`src/hdl/hsvrgb_pkg.sv`:
```
`default_nettype none

package hsvrgb_pkg;

   localparam logic [15:0] HUE_FULL_TURN = 16'd46080;
   localparam logic [15:0] HUE_SECTOR    = 16'd7680;
   localparam int          REM_W         = 13;
   localparam int          FRAC_W        = 8;
   localparam int          CHAN_W        = 9;
   localparam int          WEIGHT_W      = 17;
   localparam logic [8:0]  ONE_Q8        = 9'd256;
   localparam logic [17:0] ONE_Q16       = 18'd65536;

   // floor(rem / 30) == (rem * 34953) >> 20 for every rem below one sector
   localparam logic [15:0] FRAC_RECIP = 16'd34953;
   localparam int          FRAC_SHIFT = 20;

   typedef enum logic [2:0] {
      SEC_RED_YEL = 3'd0,
      SEC_YEL_GRN = 3'd1,
      SEC_GRN_CYN = 3'd2,
      SEC_CYN_BLU = 3'd3,
      SEC_BLU_MAG = 3'd4,
      SEC_MAG_RED = 3'd5
   } sector_type;

   typedef struct packed {
      logic              valid;
      sector_type        sector;
      logic [REM_W-1:0]  rem;
      logic [CHAN_W-1:0] sat;
      logic [CHAN_W-1:0] val;
   } sect_stage_type;

   typedef struct packed {
      logic                valid;
      sector_type          sector;
      logic [CHAN_W-1:0]   val;
      logic [CHAN_W-1:0]   p;
      logic [WEIGHT_W-1:0] wq;
      logic [WEIGHT_W-1:0] wt;
   } weight_stage_type;

   function automatic logic [CHAN_W-1:0] clamp_one(input logic [CHAN_W-1:0] x);
      return (x > ONE_Q8) ? ONE_Q8 : x;
   endfunction

endpackage

`default_nettype wire

```
`src/hdl/hsvrgb_sector.sv`:
```
`default_nettype none

module hsvrgb_sector (
   input  wire logic                       clock,
   input  wire logic                       reset,
   input  wire logic                       in_valid,
   input  wire logic [15:0]                hue,
   input  wire logic [8:0]                 saturation,
   input  wire logic [8:0]                 brightness,
   output hsvrgb_pkg::sect_stage_type      stage_out
);
   import hsvrgb_pkg::*;

   logic [15:0]    hue_wrap;
   logic [15:0]    base;
   logic [15:0]    diff;
   sector_type     sector;
   sect_stage_type stage_in;
   sect_stage_type stage_ff;

   always_comb begin
      hue_wrap = (hue >= HUE_FULL_TURN) ? 16'd0 : hue;
      priority if (hue_wrap >= 16'(5 * HUE_SECTOR)) begin
         sector = SEC_MAG_RED;
         base   = 16'(5 * HUE_SECTOR);
      end else if (hue_wrap >= 16'(4 * HUE_SECTOR)) begin
         sector = SEC_BLU_MAG;
         base   = 16'(4 * HUE_SECTOR);
      end else if (hue_wrap >= 16'(3 * HUE_SECTOR)) begin
         sector = SEC_CYN_BLU;
         base   = 16'(3 * HUE_SECTOR);
      end else if (hue_wrap >= 16'(2 * HUE_SECTOR)) begin
         sector = SEC_GRN_CYN;
         base   = 16'(2 * HUE_SECTOR);
      end else if (hue_wrap >= HUE_SECTOR) begin
         sector = SEC_YEL_GRN;
         base   = HUE_SECTOR;
      end else begin
         sector = SEC_RED_YEL;
         base   = 16'd0;
      end
      diff = hue_wrap - base;

      stage_in.valid  = in_valid;
      stage_in.sector = sector;
      stage_in.rem    = diff[REM_W-1:0];
      stage_in.sat    = clamp_one(saturation);
      stage_in.val    = clamp_one(brightness);
   end

   always_ff @(posedge clock) begin
      if (reset) begin
         stage_ff.valid <= 1'b0;
      end else begin
         stage_ff.valid <= stage_in.valid;
      end
      stage_ff.sector <= stage_in.sector;
      stage_ff.rem    <= stage_in.rem;
      stage_ff.sat    <= stage_in.sat;
      stage_ff.val    <= stage_in.val;
   end

   assign stage_out = stage_ff;

   a_rem_in_sector: assert property (@(posedge clock) disable iff (reset)
      stage_ff.valid |-> ({3'd0, stage_ff.rem} < HUE_SECTOR))
      else $error("sector remainder out of range");

   a_sat_clamped: assert property (@(posedge clock) disable iff (reset)
      stage_ff.valid |-> (stage_ff.sat <= ONE_Q8 && stage_ff.val <= ONE_Q8))
      else $error("saturation or value not clamped");

endmodule

`default_nettype wire

```
`src/hdl/hsvrgb_weight.sv`:
```
`default_nettype none

module hsvrgb_weight (
   input  wire logic                        clock,
   input  wire logic                        reset,
   input  wire hsvrgb_pkg::sect_stage_type  stage_in,
   output hsvrgb_pkg::weight_stage_type     stage_out
);
   import hsvrgb_pkg::*;

   // first stage: fraction by reciprocal multiply, p in parallel
   logic [28:0]         frac_prod;
   logic [17:0]         p_prod;
   logic                valid_a_ff;
   sector_type          sector_a_ff;
   logic [CHAN_W-1:0]   sat_a_ff;
   logic [CHAN_W-1:0]   val_a_ff;
   logic [FRAC_W-1:0]   frac_a_ff;
   logic [CHAN_W-1:0]   p_a_ff;

   // second stage: saturation times fraction and its complement
   logic [17:0]         sf_prod;
   logic [17:0]         sg_prod;
   logic [17:0]         wq_full;
   logic [17:0]         wt_full;
   weight_stage_type    stage_in_b;
   weight_stage_type    stage_ff;

   always_comb begin
      frac_prod = 29'(stage_in.rem) * 29'(FRAC_RECIP);
      p_prod    = 18'(stage_in.val) * 18'(ONE_Q8 - stage_in.sat);
   end

   always_ff @(posedge clock) begin
      if (reset) begin
         valid_a_ff <= 1'b0;
      end else begin
         valid_a_ff <= stage_in.valid;
      end
      sector_a_ff <= stage_in.sector;
      sat_a_ff    <= stage_in.sat;
      val_a_ff    <= stage_in.val;
      frac_a_ff   <= frac_prod[FRAC_SHIFT +: FRAC_W];
      p_a_ff      <= p_prod[8 +: CHAN_W];
   end

   always_comb begin
      sf_prod = 18'(sat_a_ff) * 18'({1'b0, frac_a_ff});
      sg_prod = 18'(sat_a_ff) * 18'(ONE_Q8 - {1'b0, frac_a_ff});
      wq_full = ONE_Q16 - sf_prod;
      wt_full = ONE_Q16 - sg_prod;

      stage_in_b.valid  = valid_a_ff;
      stage_in_b.sector = sector_a_ff;
      stage_in_b.val    = val_a_ff;
      stage_in_b.p      = p_a_ff;
      stage_in_b.wq     = wq_full[WEIGHT_W-1:0];
      stage_in_b.wt     = wt_full[WEIGHT_W-1:0];
   end

   always_ff @(posedge clock) begin
      if (reset) begin
         stage_ff.valid <= 1'b0;
      end else begin
         stage_ff.valid <= stage_in_b.valid;
      end
      stage_ff.sector <= stage_in_b.sector;
      stage_ff.val    <= stage_in_b.val;
      stage_ff.p      <= stage_in_b.p;
      stage_ff.wq     <= stage_in_b.wq;
      stage_ff.wt     <= stage_in_b.wt;
   end

   assign stage_out = stage_ff;

   a_p_below_val: assert property (@(posedge clock) disable iff (reset)
      valid_a_ff |-> (p_a_ff <= val_a_ff))
      else $error("p exceeds value");

   a_weight_range: assert property (@(posedge clock) disable iff (reset)
      stage_ff.valid |-> (stage_ff.wq <= 17'd65536 && stage_ff.wt <= 17'd65536))
      else $error("weight above one");

   a_valid_travels: assert property (@(posedge clock) disable iff (reset)
      stage_in.valid |=> ##1 stage_ff.valid)
      else $error("valid bit lost in weight stages");

endmodule

`default_nettype wire

```
`src/hdl/hsvrgb_blend.sv`:
```
`default_nettype none

module hsvrgb_blend (
   input  wire logic                          clock,
   input  wire logic                          reset,
   input  wire hsvrgb_pkg::weight_stage_type  stage_in,
   output logic                               out_valid,
   output logic [8:0]                         red,
   output logic [8:0]                         green,
   output logic [8:0]                         blue
);
   import hsvrgb_pkg::*;

   logic [25:0]       q_prod;
   logic [25:0]       t_prod;
   logic [CHAN_W-1:0] q;
   logic [CHAN_W-1:0] t;
   logic [CHAN_W-1:0] v;
   logic [CHAN_W-1:0] p;
   logic [CHAN_W-1:0] red_in;
   logic [CHAN_W-1:0] green_in;
   logic [CHAN_W-1:0] blue_in;
   logic              valid_ff;
   logic [CHAN_W-1:0] red_ff;
   logic [CHAN_W-1:0] green_ff;
   logic [CHAN_W-1:0] blue_ff;

   always_comb begin
      q_prod = 26'(stage_in.val) * 26'(stage_in.wq);
      t_prod = 26'(stage_in.val) * 26'(stage_in.wt);
      q      = q_prod[16 +: CHAN_W];
      t      = t_prod[16 +: CHAN_W];
      v      = stage_in.val;
      p      = stage_in.p;

      // zero saturation needs no special arm: p, q and t all equal v then
      unique case (stage_in.sector)
         SEC_RED_YEL: begin red_in = v; green_in = t; blue_in = p; end
         SEC_YEL_GRN: begin red_in = q; green_in = v; blue_in = p; end
         SEC_GRN_CYN: begin red_in = p; green_in = v; blue_in = t; end
         SEC_CYN_BLU: begin red_in = p; green_in = q; blue_in = v; end
         SEC_BLU_MAG: begin red_in = t; green_in = p; blue_in = v; end
         default:     begin red_in = v; green_in = p; blue_in = q; end
      endcase
   end

   always_ff @(posedge clock) begin
      if (reset) begin
         valid_ff <= 1'b0;
      end else begin
         valid_ff <= stage_in.valid;
      end
      red_ff   <= red_in;
      green_ff <= green_in;
      blue_ff  <= blue_in;
   end

   assign out_valid = valid_ff;
   assign red       = red_ff;
   assign green     = green_ff;
   assign blue      = blue_ff;

   a_max_is_value: assert property (@(posedge clock) disable iff (reset)
      stage_in.valid |=> (red_ff == $past(stage_in.val) || green_ff == $past(stage_in.val)
                          || blue_ff == $past(stage_in.val)))
      else $error("no channel equals value");

   a_chan_range: assert property (@(posedge clock) disable iff (reset)
      valid_ff |-> (red_ff <= ONE_Q8 && green_ff <= ONE_Q8 && blue_ff <= ONE_Q8))
      else $error("channel above one");

endmodule

`default_nettype wire

```
`src/hdl/hsv_to_rgb_converter.sv`:
```
// channel   direction  transfer when         payload
// request   in         start && !busy       req_hue, req_saturation, req_brightness
// response  out        rsp_strobe           rsp_red, rsp_green, rsp_blue
//
// one pixel per clock while reset is low; each response follows its request transfer
// through four register stages: sector split, fraction and p multiply,
// weight multiply, q and t multiply with channel select
// reset clears only the valid bits; busy is high during reset and low otherwise
// the receiver cannot stall, so the pipeline always advances
`default_nettype none

module hsv_to_rgb_converter (
   input  wire logic       clock,
   input  wire logic       reset,
   input  wire logic       start,
   output logic            busy,
   input  wire logic [15:0] req_hue,
   input  wire logic [8:0]  req_saturation,
   input  wire logic [8:0]  req_brightness,
   output logic            rsp_strobe,
   output logic [8:0]      rsp_red,
   output logic [8:0]      rsp_green,
   output logic [8:0]      rsp_blue
);
   import hsvrgb_pkg::*;

   logic             req_transfer;
   sect_stage_type   sect_stage;
   weight_stage_type weight_stage;

   assign busy         = reset;
   assign req_transfer = start && !busy;

   hsvrgb_sector u_sector (
      .clock      (clock),
      .reset      (reset),
      .in_valid   (req_transfer),
      .hue        (req_hue),
      .saturation (req_saturation),
      .brightness (req_brightness),
      .stage_out  (sect_stage)
   );

   hsvrgb_weight u_weight (
      .clock     (clock),
      .reset     (reset),
      .stage_in  (sect_stage),
      .stage_out (weight_stage)
   );

   hsvrgb_blend u_blend (
      .clock     (clock),
      .reset     (reset),
      .stage_in  (weight_stage),
      .out_valid (rsp_strobe),
      .red       (rsp_red),
      .green     (rsp_green),
      .blue      (rsp_blue)
   );

endmodule

`default_nettype wire

```
`config.mk`:
```
export PLATFORM = sky130hd
export DESIGN_NAME = hsv_to_rgb_converter
export DESIGN_NICKNAME = d
export VERILOG_FILES = /design/src/hdl/hsvrgb_pkg.sv /design/src/hdl/hsvrgb_sector.sv /design/src/hdl/hsvrgb_weight.sv /design/src/hdl/hsvrgb_blend.sv /design/src/hdl/hsv_to_rgb_converter.sv
export SDC_FILE = /design/constraint.sdc
export NUM_CORES = 1
export LEC_CHECK = 0
export BUFFER_PORTS_ARGS = -buffer_cell sky130_fd_sc_hd__buf_2
export CAP_MARGIN = 20
export CORE_ASPECT_RATIO = 1.25
export CORE_MARGIN = 5
export CORE_UTILIZATION = 60
export CTS_CLUSTER_DIAMETER = 120
export DETAILED_ROUTE_END_ITERATION = 12
export HOLD_SLACK_MARGIN = 0.15
export PLACE_DENSITY = 0.77
export SLEW_MARGIN = 20
export SYNTH_ARGS = -nofsm -noshare
export SYNTH_HDL_FRONTEND = slang
export SYNTH_SLANG_ARGS = --single-unit
```
`constraint.sdc`:
```
create_clock -name clock -period 11.1 [get_ports clock]
set_input_delay 0.555 -clock clock [delete_from_list [all_inputs] [get_ports clock]]
set_output_delay 0.555 -clock clock [all_outputs]
set_load 0.005 [all_outputs]
```
==> flow_summary_export.csv <==
group,metric,value,unit
run_status,status,"finished clean",
global_routing,grt_pass1_wl,86500,µm
floorplan,core,0.0372,mm²
final_layout,fillers,3120,
global_routing,pin_count_of_the_biggest_net_entering_global_routing,41,
final_layout,syn_to_final_growth,5.62,%
clock_tree,ctsRootBufferMaster,"sky130_fd_sc_hd__clkbuf_16",
sta,min_period,6.00,ns
logic_synthesis,post_synth_inst_count,2481,
global_routing,first_global_vias,18500,
clock_tree,worstSkewPairLatency,0.44,ns
setup_path,endpoint_kind,"flip-flop",
logic_synthesis,multiplexer_share_of_the_synthesized_area,0.000500,
logic_synthesis,synth_simple_gate_area_share,0.174,
setup_path,timing.setup.critical_path_class,"reg2reg",
logic_synthesis,synth.distinct_cells,68,
clock_tree,numCtsBuffers,17,
clock_tree,post_cts.resized_instances,0,
sta,setup_repair_after_global_routing_missed_its_margin,"false",
final_layout,multiInputGateArea,0.0171,mm²
logic_synthesis,synth_compound_area_frac,0.0651,
clock_tree,postCtsHoldBufs,0,
logic_synthesis,synth.avg_cell_area,9.08,µm²
global_routing,grt.overflow.total,0,
clock_tree,tritoncts_num_sinks,157,
floorplan,die_wd,183,µm
final_layout,drive_gt1_frac,0.0528,
logic_synthesis,synth_area,0.0225,mm²
floorplan,floorplan.rows,79,
route,post_drt_wl_per_cell,16.8,µm
final_layout,antenna_cells,0,
clock_tree,tritoncts,"built",
sta,timing.fmax,167,MHz
clock_tree,clock_tree.htree_level_count,4,
placement,routabilityCongestion,0.909,
global_routing,globalRouteTotalUtil,0.256,
sta,timing_hold_violations_final,0,
sta,slew_headroom,0.370,
final_layout,num-nets-final,3168,
route,detail_route.iter0.violations,909,
logic_synthesis,synth-adder-area-share,0.485,
sta,final.setup.tns,0,ns
logic_synthesis,number_of_synthesized_flops_with_an_enable_pin,0,
floorplan,floorplan.initialDensity,0.606,
route,postRouteWirelength,50300,µm
route,route.detailed.drc,0,
sta,skew,0.0100,ns
setup_path,worstSetupStartpointType,"flip-flop",
route,route.detailed.vias_per_inst,5.52,
logic_synthesis,seq_total_area_yosys,0.139,
clock_tree,cts.reportedPaths.clkPinSlew,0.08,ns
sta,tightest_slew,0.938,ns
setup_path,worst-endpoint-required,11.46,ns
route,vias,16500,
sta,finalCritPeriodShare,0.540,
hold_path,hold_removal_path_class,"in2reg",
job,maxCapViolations,0,
floorplan,die_area,0.0416,mm²
floorplan,die_height,227,µm
placement,place.detailed.hpwl,40800,µm
logic_synthesis,ys.flop_type,"sky130_fd_sc_hd__dfxtp_1",
logic_synthesis,synth_xor_area_frac,0.0356,
logic_synthesis,synth_top_family_by_area,"adder cells",
sta,final_number_of_setup_violating_endpoints,0,
clock_tree,postCtsSetupBuffers,0,
floorplan,ioPinCount,66,
placement,portBuffers,65,
logic_synthesis,yosys_warnings,0,
final_layout,seqCellArea,0.00315,mm²
logic_synthesis,synth_nets,3161,
route,postRouteAntennaNets,0,
logic_synthesis,share_of_synthesized_flip_flops_with_an_asynchronous_set_or_reset,0,
sta,slew_violations,0,
setup_path,arrival,6.36,ns
route,drt_pre_antenna_iters,6,
global_routing,antenna_found_initial,0,
setup_path,worst-path-max-fanout,11,
clock_tree,cts-root-to-sink-buffers,2,
logic_synthesis,synth.ff_latch_count,157,
[critical path, stage by stage, from the launching register on]
cell	delay, ns
sky130_fd_sc_hd__dfxtp_1	0.44
sky130_fd_sc_hd__inv_1	0.12
sky130_fd_sc_hd__ha_1	0.18
sky130_fd_sc_hd__nand2_1	0.08
sky130_fd_sc_hd__or3_1	0.34
sky130_fd_sc_hd__nor3_1	0.73
sky130_fd_sc_hd__and2_1	0.27
sky130_fd_sc_hd__fa_1	0.39
sky130_fd_sc_hd__inv_1	0.08
sky130_fd_sc_hd__fa_1	0.42
sky130_fd_sc_hd__inv_1	0.10
sky130_fd_sc_hd__fa_1	0.40
sky130_fd_sc_hd__inv_1	0.08
sky130_fd_sc_hd__fa_1	0.41
sky130_fd_sc_hd__ha_1	0.29
sky130_fd_sc_hd__ha_1	0.34
sky130_fd_sc_hd__nand2_1	0.12
sky130_fd_sc_hd__a21boi_0	0.10
sky130_fd_sc_hd__a41o_1	0.24
sky130_fd_sc_hd__o21ai_0	0.28
sky130_fd_sc_hd__o2111ai_1	0.17
sky130_fd_sc_hd__a21oi_1	0.19
sky130_fd_sc_hd__xnor2_1	0.13
[state kept, by name (all words and copies together) (netlist names)]
name,count
u_weight.sat_a_ff,9
u_weight.stage_out,55
u_sector.stage_out,35
u_weight.frac_a_ff,8
u_blend.red,9
u_weight.p_a_ff,9
u_weight.val_a_ff,9
u_weight.sector_a_ff,3
u_blend.out_valid,1
u_blend.blue,9
u_weight.valid_a_ff,1
u_blend.green,9
[metal layers]
layer	track usage	wire (µm)	vias up
li1	-	-	7578
met1	0.294	19100	8255
met2	0.478	26700	496
met3	0.0366	2460	161
met4	0.102	2020	0
met5	0	0	-
[kinds of logic (layout without fill, tap and decap cells)]
family	count (synthesis)	in the layout
AO/OA/AOI/OAI	214	214
XOR/XNOR	90	90
adder cells (fa/ha/maj)	643	643
buffers and inverters	603	623
flip-flops	157	157
multiplexers	1	1
AND/OR/NAND/NOR	773	773
[final cells by class]
cell class	instances	area share
inverter	517	0.0815
tap	486	0.0255
timing repair buffer	74	0.0165
clock buffer	17	0.0179
sequential	157	0.132
clock inverter	15	0.00715
multi-input combinational	1721	0.719
[final timing paths]
check                           cells past startpoint                      to  slack [ns]                  start
worst min register to register                      0  u_weight.stage_out[37]        0.33     u_weight.p_a_ff[3]
worst min-delay path                                2  u_sector.stage_out[24]        0.31             req_hue[6]
worst max-delay path                               22  u_weight.stage_out[16]        5.10  u_weight.frac_a_ff[1]
worst max register to register                     22  u_weight.stage_out[16]        5.10  u_weight.frac_a_ff[1]
[per-stage QoR]
step                setup WS, ns   util  cells  cell area, µm²  hold slack (ns)
detailed placement          5.22  0.624   2955           23200            0.313
floorplan                   5.81      -   2481           22500            0.310
finish                      5.10  0.640   2987           23800            0.313
CTS                         5.19  0.640   2987           23800            0.301
global route                4.67  0.640   2987           23800            0.307
global placement            5.36  0.624   2955           23200            0.311
[synthesized netlist by cell type, types with 3 or more instances]
cell,n,area [µm²]
sky130_fd_sc_hd__dfxtp_1,157,3140
sky130_fd_sc_hd__fa_1,383,7670
sky130_fd_sc_hd__nor3_1,25,125
sky130_fd_sc_hd__a21o_1,12,90.1
sky130_fd_sc_hd__o21ai_1,7,35.0
sky130_fd_sc_hd__a211oi_1,10,75.1
sky130_fd_sc_hd__o21a_1,10,75.1
sky130_fd_sc_hd__or3_1,6,37.5
sky130_fd_sc_hd__o211ai_1,3,22.5
sky130_fd_sc_hd__o22ai_1,13,81.3
sky130_fd_sc_hd__a21boi_0,5,37.5
sky130_fd_sc_hd__xor2_1,22,193
sky130_fd_sc_hd__ha_1,260,3250
sky130_fd_sc_hd__o2111ai_1,4,35.0
sky130_fd_sc_hd__o21ai_0,36,180
sky130_fd_sc_hd__nor2_1,76,285
sky130_fd_sc_hd__buf_2,4,20.0
sky130_fd_sc_hd__buf_1,4,15.0
sky130_fd_sc_hd__o221ai_1,5,43.8
sky130_fd_sc_hd__o41ai_1,4,35.0
sky130_fd_sc_hd__xnor2_1,66,578
sky130_fd_sc_hd__a21oi_1,55,275
sky130_fd_sc_hd__o31ai_1,5,37.5
sky130_fd_sc_hd__nor2b_1,25,156
sky130_fd_sc_hd__a31oi_1,7,43.8
sky130_fd_sc_hd__nand2_1,276,1040
sky130_fd_sc_hd__nand2b_1,6,37.5
sky130_fd_sc_hd__a31o_2,5,43.8
sky130_fd_sc_hd__and2_1,316,1980
sky130_fd_sc_hd__nand4_1,6,37.5
sky130_fd_sc_hd__nand3_1,23,115
sky130_fd_sc_hd__inv_1,517,1940
sky130_fd_sc_hd__clkbuf_1,77,289
[layout by cell type, fill, tap and decap left out, drive strengths merged, types with 44 or more instances in the layout]
cell and count:
fa 383, xnor2 68, buf 74, dfxtp 157
nor2 76, nand2 276, and2 316, ha 260
a21oi 57, inv 524, o21ai 44
Power is left out: the tool's default activity adds up to more than one toggle a clock period on the data nets, which glitch-free logic cannot reach.
